[src/sv/dmhc_pkg.sv]
package dmhc_pkg;

  // Field widths of one beat on either side
  localparam int unsigned KEY_W   = 32;
  localparam int unsigned VALUE_W = 32;
  localparam int unsigned STAMP_W = 48;
  localparam int unsigned HITS_W  = 32;
  localparam int unsigned COUNT_W = 9;
  localparam int unsigned TOTAL_W = 40;

  // Shared adder width
  localparam int unsigned ALU_W   = 48;

  localparam int unsigned DEFAULT_ENTRIES = 256;

  typedef enum logic [1:0] {
    MODE_LOOKUP = 2'd0,
    MODE_STORE  = 2'd1,
    MODE_CLEAR  = 2'd2,
    MODE_STATS  = 2'd3
  } mode_t;

  typedef enum logic [3:0] {
    ST_IDLE,
    ST_MOD,
    ST_REM,
    ST_LRD,
    ST_LCHK,
    ST_STORE,
    ST_CLR,
    ST_SRD,
    ST_SADD,
    ST_SAGE,
    ST_FIN
  } state_t;

  typedef struct packed {
    logic [KEY_W-1:0]   tag;
    logic [VALUE_W-1:0] value;
    logic [HITS_W-1:0]  hits;
    logic [STAMP_W-1:0] stamp;
  } entry_t;

  // Write controls from the sequencer to the table
  typedef struct packed {
    logic entry_we;
    logic valid_we;
    logic valid_bit;
  } tbl_wr_t;

endpackage

[src/sv/dmhc_alu.sv]
module dmhc_alu (
  input  logic [dmhc_pkg::ALU_W-1:0] a,
  input  logic [dmhc_pkg::ALU_W-1:0] b,
  input  logic                       sub,
  output logic [dmhc_pkg::ALU_W:0]   sum
);

  logic [dmhc_pkg::ALU_W-1:0] b_eff;

  // On subtract the top bit is the carry out: set when a >= b
  assign b_eff = sub ? ~b : b;
  assign sum   = {1'b0, a} + {1'b0, b_eff} + {{dmhc_pkg::ALU_W{1'b0}}, sub};

endmodule

[config.mk]
export PLATFORM = sky130hd
export DESIGN_NAME = dmhc_alu
export DESIGN_NICKNAME = d
export VERILOG_FILES = /design/src/sv/dmhc_pkg.sv /design/src/sv/dmhc_alu.sv
export SDC_FILE = /design/constraint.sdc
export NUM_CORES = 1
export LEC_CHECK = 0
export ABC_AREA = 1
export BUFFER_PORTS_ARGS = -buffer_cell sky130_fd_sc_hd__buf_4
export CAP_MARGIN = 40
export CORE_MARGIN = 8
export CORE_UTILIZATION = 59
export DETAILED_ROUTE_END_ITERATION = 12
export GPL_TIMING_DRIVEN = 0
export PLACE_DENSITY = 0.91
export SLEW_MARGIN = 30
export SYNTH_ARGS = -nofsm -noshare
export SYNTH_HDL_FRONTEND = slang
export SYNTH_SLANG_ARGS = --single-unit
[constraint.sdc]
create_clock -name vclk -period 4.2
set_input_delay 0.84 -clock vclk [all_inputs]
set_output_delay 0.84 -clock vclk [all_outputs]
set_load 0.02 [all_outputs]
# ---- Word-level counts from Yosys, hierarchy flattened
# Index checks and enable logic that the tools add are counted.
dict set report totals {
  ramBits 0
  memories 0
  reg_bits 0
  output_inout_bits 49
  rom_bits 0
  latchBits 0
}
dict set report classes {
  multipliers 0
  addsub 2
  shift 0
  n_div 0
  n_mux 1
  order_cmp 0
  eq_ne 0
  reduce_logical 0
  bitwise_logic 1
}
# cell n
set ops {}
lappend ops {{$add A48 B48 Y49} 1}
lappend ops {{$add A49 B1 Y49} 1}
lappend ops {{$mux W48} 1}
lappend ops {{$not A48 Y48} 1}

# ---- Logic depth before layout (Yosys ltp)
dict set report depth {
  depth_word 4
  ltp_mapped 16
  depth_no_buf 16
}

# ---- Least setup slack after synthesis
# OpenSTA, ideal clock, no wires.
dict set report synth_path {
  path_type {input port to output port}
  start {input port sub}
  end {output port sum[29] (netlist bit)}
  stages 12
  required_time_ns 3.360
  setup_slack_ns 0.590
  n_path_buf 2
  t_arrival_ns 2.770
  cell_sequence {buf_2 > buf_2 > xor2_1 > ha_1 > nand2_1 > inv_1 > nand2_1 > nor3_1 > nand2_1 > nand2_1 > a21oi_1 > xnor2_1}
}
dict set report synth_between {
  elab_chain_cells 3
}
# item line_no
set synth_lines {}
lappend synth_lines {{start: declaration} dmhc_alu.sv:4} ;# input logic sub,
lappend synth_lines {{$mux W48} dmhc_alu.sv:11} ;# assign b_eff = sub ? ~b : b;
lappend synth_lines {{$add A48 B48 Y49} dmhc_alu.sv:12} ;# assign sum = {1'b0, a} + {1'b0, b_eff} + {{dmhc_pkg::ALU_W{1'b0}}, sub};
lappend synth_lines {{$add A49 B1 Y49 *} dmhc_alu.sv:12}
lappend synth_lines {{end: declaration} dmhc_alu.sv:5} ;# output logic [dmhc_pkg::ALU_W:0] sum
# Mark *: on every way between the ends. The rest lies on a longest branch, timed or not.

# ---- Worst setup path in the final report
dict set report layout_path {
  start {input port sub}
  end {output port sum[40] (netlist bit)}
}
# Same word-level chain as after synthesis.

==> run metrics <==
Die H 105 um; worst hold slack 1.97 ns; crit path DAT 3.23 ns; largest net degree at the start of global routing 11; crit-path cells buf_4 -> clkbuf_4 -> buf_4 -> xor2_1 -> ha_2 -> a21oi_1 -> o21ai_0 -> o21bai_1 -> a21oi_1 -> nand2_1 -> nand2_1 -> nand2_1 -> buf_4; HP Class in -> out; WP data required 3.36 ns; layout cell share with drive strength beyond 1 21.5%; Multi-input gate area 3910 sq um; Combinational Power Share 100.0%; CP Class in -> out; Leak 3.66 nW; die area 11,000 sq um; Max-Cap Viols 0; drt via density 5.14; yosys warns 0; Synth-to-Final Area Change 27.2%; post-CTS sizing 0; initial antenna violation count 0; Mapped Nets 1,050; vias in the first global route 5,623; PwrDens 244 nW/um^2; PortBufs 146; Setup Fix Bufs, Post-CTS 0; Final nets 1,198; max-slew violations 0; FILL cells 685; CTS Hold Bufs 0; status finished, final reports clean; Slew headroom 76.8%; CP Launch Point sub; clock buf count 0; Routed WL 16,200 um; Synth Cell Area 4640 sq um; largest fanout on the critical path 10; Detailed Route Iter0 Violations 386; Tot GR Track Use 28.0%; Core Region 7690 sq um; Fin. Hold Viols 0; Net Sw Frac 61.7%; drt first pass iters 6; vias after detailed routing 5,912; Setup crit end kind primary output; Placed Area 5860 sq um; Synth cell types 27; minimum clock period 4.07 ns; final RePlAce weighted congestion 1.02; nature of the critical path startpoint input pin; top cell family by delay on the critical path compound AO/OA/AOI/OAI gates; clock power share 0%; CP max-delay cell ha_2; I/O pins 146; drt wl/cell 14.1 um; Fmax 246 MHz; Switch Pwr 0.889 mW; final instance area 5900 sq um; Final setup viols 0; sum of negative setup slack 0 ns; internal power 0.551 mW; post-synthesis sequential area ratio 0%; Final period util 96.9%; Design Power 1.44 mW; CP Buf/Inv Count 4; # rows 32; post-synthesis cell count 902; DP Wirelength 14,500 um; sequential power share 0%; n_diodes 0; Initial Util 60.4%; critical path's largest stage delay 0.37 ns; Least-Margin Pin Slew 0.344 ns; grt total ovfl 0; Seq cells 0; Syn Area/Cell 5.14 sq um; drc violations 0; first-pass GRT wire length 26,200 um; Die Wd 105 um; VDD IR max 163 uV; Hold Startpoint a[0]; Final ANT Viol Nets 0; Sequential cell area 0 sq um
==> cells in the final DEF, fill, tap and decap left out, drive strengths merged <==
| cell | netlist | layout |
|---|---|---|
| nand3b | 5 | 5 |
| o21ai | 6 | 6 |
| inv | 191 | 191 |
| nor2 | 85 | 85 |
| clkbuf | 0 | 1 |
| ha | 50 | 50 |
| nand4 | 11 | 11 |
| a21oi | 37 | 37 |
| xor2 | 69 | 69 |
| clkinv | 2 | 2 |
| nor3 | 13 | 13 |
| a21o | 1 | 1 |
| xnor2 | 7 | 7 |
| nand2 | 369 | 369 |
| nand3 | 40 | 40 |
| fa | 1 | 1 |
| o21bai | 9 | 9 |
| o21a | 1 | 1 |
| buf | 5 | 150 |
==> cell usage after synthesis, drive strengths merged <==
master  instances  area [sq um]
nand2         369          1440
inv           191           717
xor2           69           604
clkinv          2          7.51
nand3          40           220
xnor2           7          61.3
ha             50           626
fa              1          20.0
o21a            1          7.51
o21ai           6          30.0
nor3           13          80.1
nor2           85           412
buf             5          25.0
a21oi          37           185
a21o            1          7.51
nand3b          5          57.6
o21bai          9          71.3
nand4          11          68.8
==> cell type report <==
type,instances,share of cell area [%]
plain buffers,5,0.657
inverters,193,12.3
multi-input cells,704,66.3
well taps,102,2.16
repair buffers,146,18.6
==> path summary, 6_finish.rpt <==
kind / endpoint / slack (ns) / cells after the start
setup / recovery: sum[40] / 0.13 / 13
hold / removal: sum[0] / 1.97 / 3
==> metal layers <==
layer / vias to the layer above / share of wire (%) / GRT usage (%)
met5: - / 0 / 0
met4: 0 / 1.3 / 3.77
met3: 23 / 9.1 / 3.99
met2: 240 / 47 / 50.8
met1: 2634 / 42 / 34.9
li1: 3015 / - / -
==> power groups by stage <==
stage          registers, mW  clock network, mW  logic, mW
2_1_floorplan              0                  0      0.905
3_3_place_gp               0                  0       1.39
3_5_place_dp               0                  0       1.41
4_1_cts                    0                  0       1.42
5_1_grt                    0                  0       1.57
6_report                   0                  0       1.44
==> through the flow <==
step / instances / setup slack (ns) / util (%)
floorplan: 902 / 0.590 / -
global placement: 1150 / -0.0172 / 76.3
detailed placement: 1150 / 0.00810 / 76.3
CTS: 1150 / 0.00539 / 76.3
global route: 1150 / -0.0245 / 76.8
finish: 1150 / 0.132 / 76.8
==> cells by family (layout without fill, tap and decap cells) <==
kind of cell / count (synthesis) / in the layout / share of synthesized area [%]
compound gates: 54 / 54 / 6.50
xor+xnor: 76 / 76 / 14.3
fa+ha+maj: 51 / 51 / 13.9
buf+inv: 198 / 344 / 16.1
simple gates: 523 / 523 / 49.1
==> tightest hold or removal path: cells and delay by family <==
| family | cells | cell delay, ns |
|---|---|---|
| XOR/XNOR | 1 | 0.05 |
| buffers and inverters | 2 | 0.24 |
No activity file was read; power rests on OpenSTA's default activity.
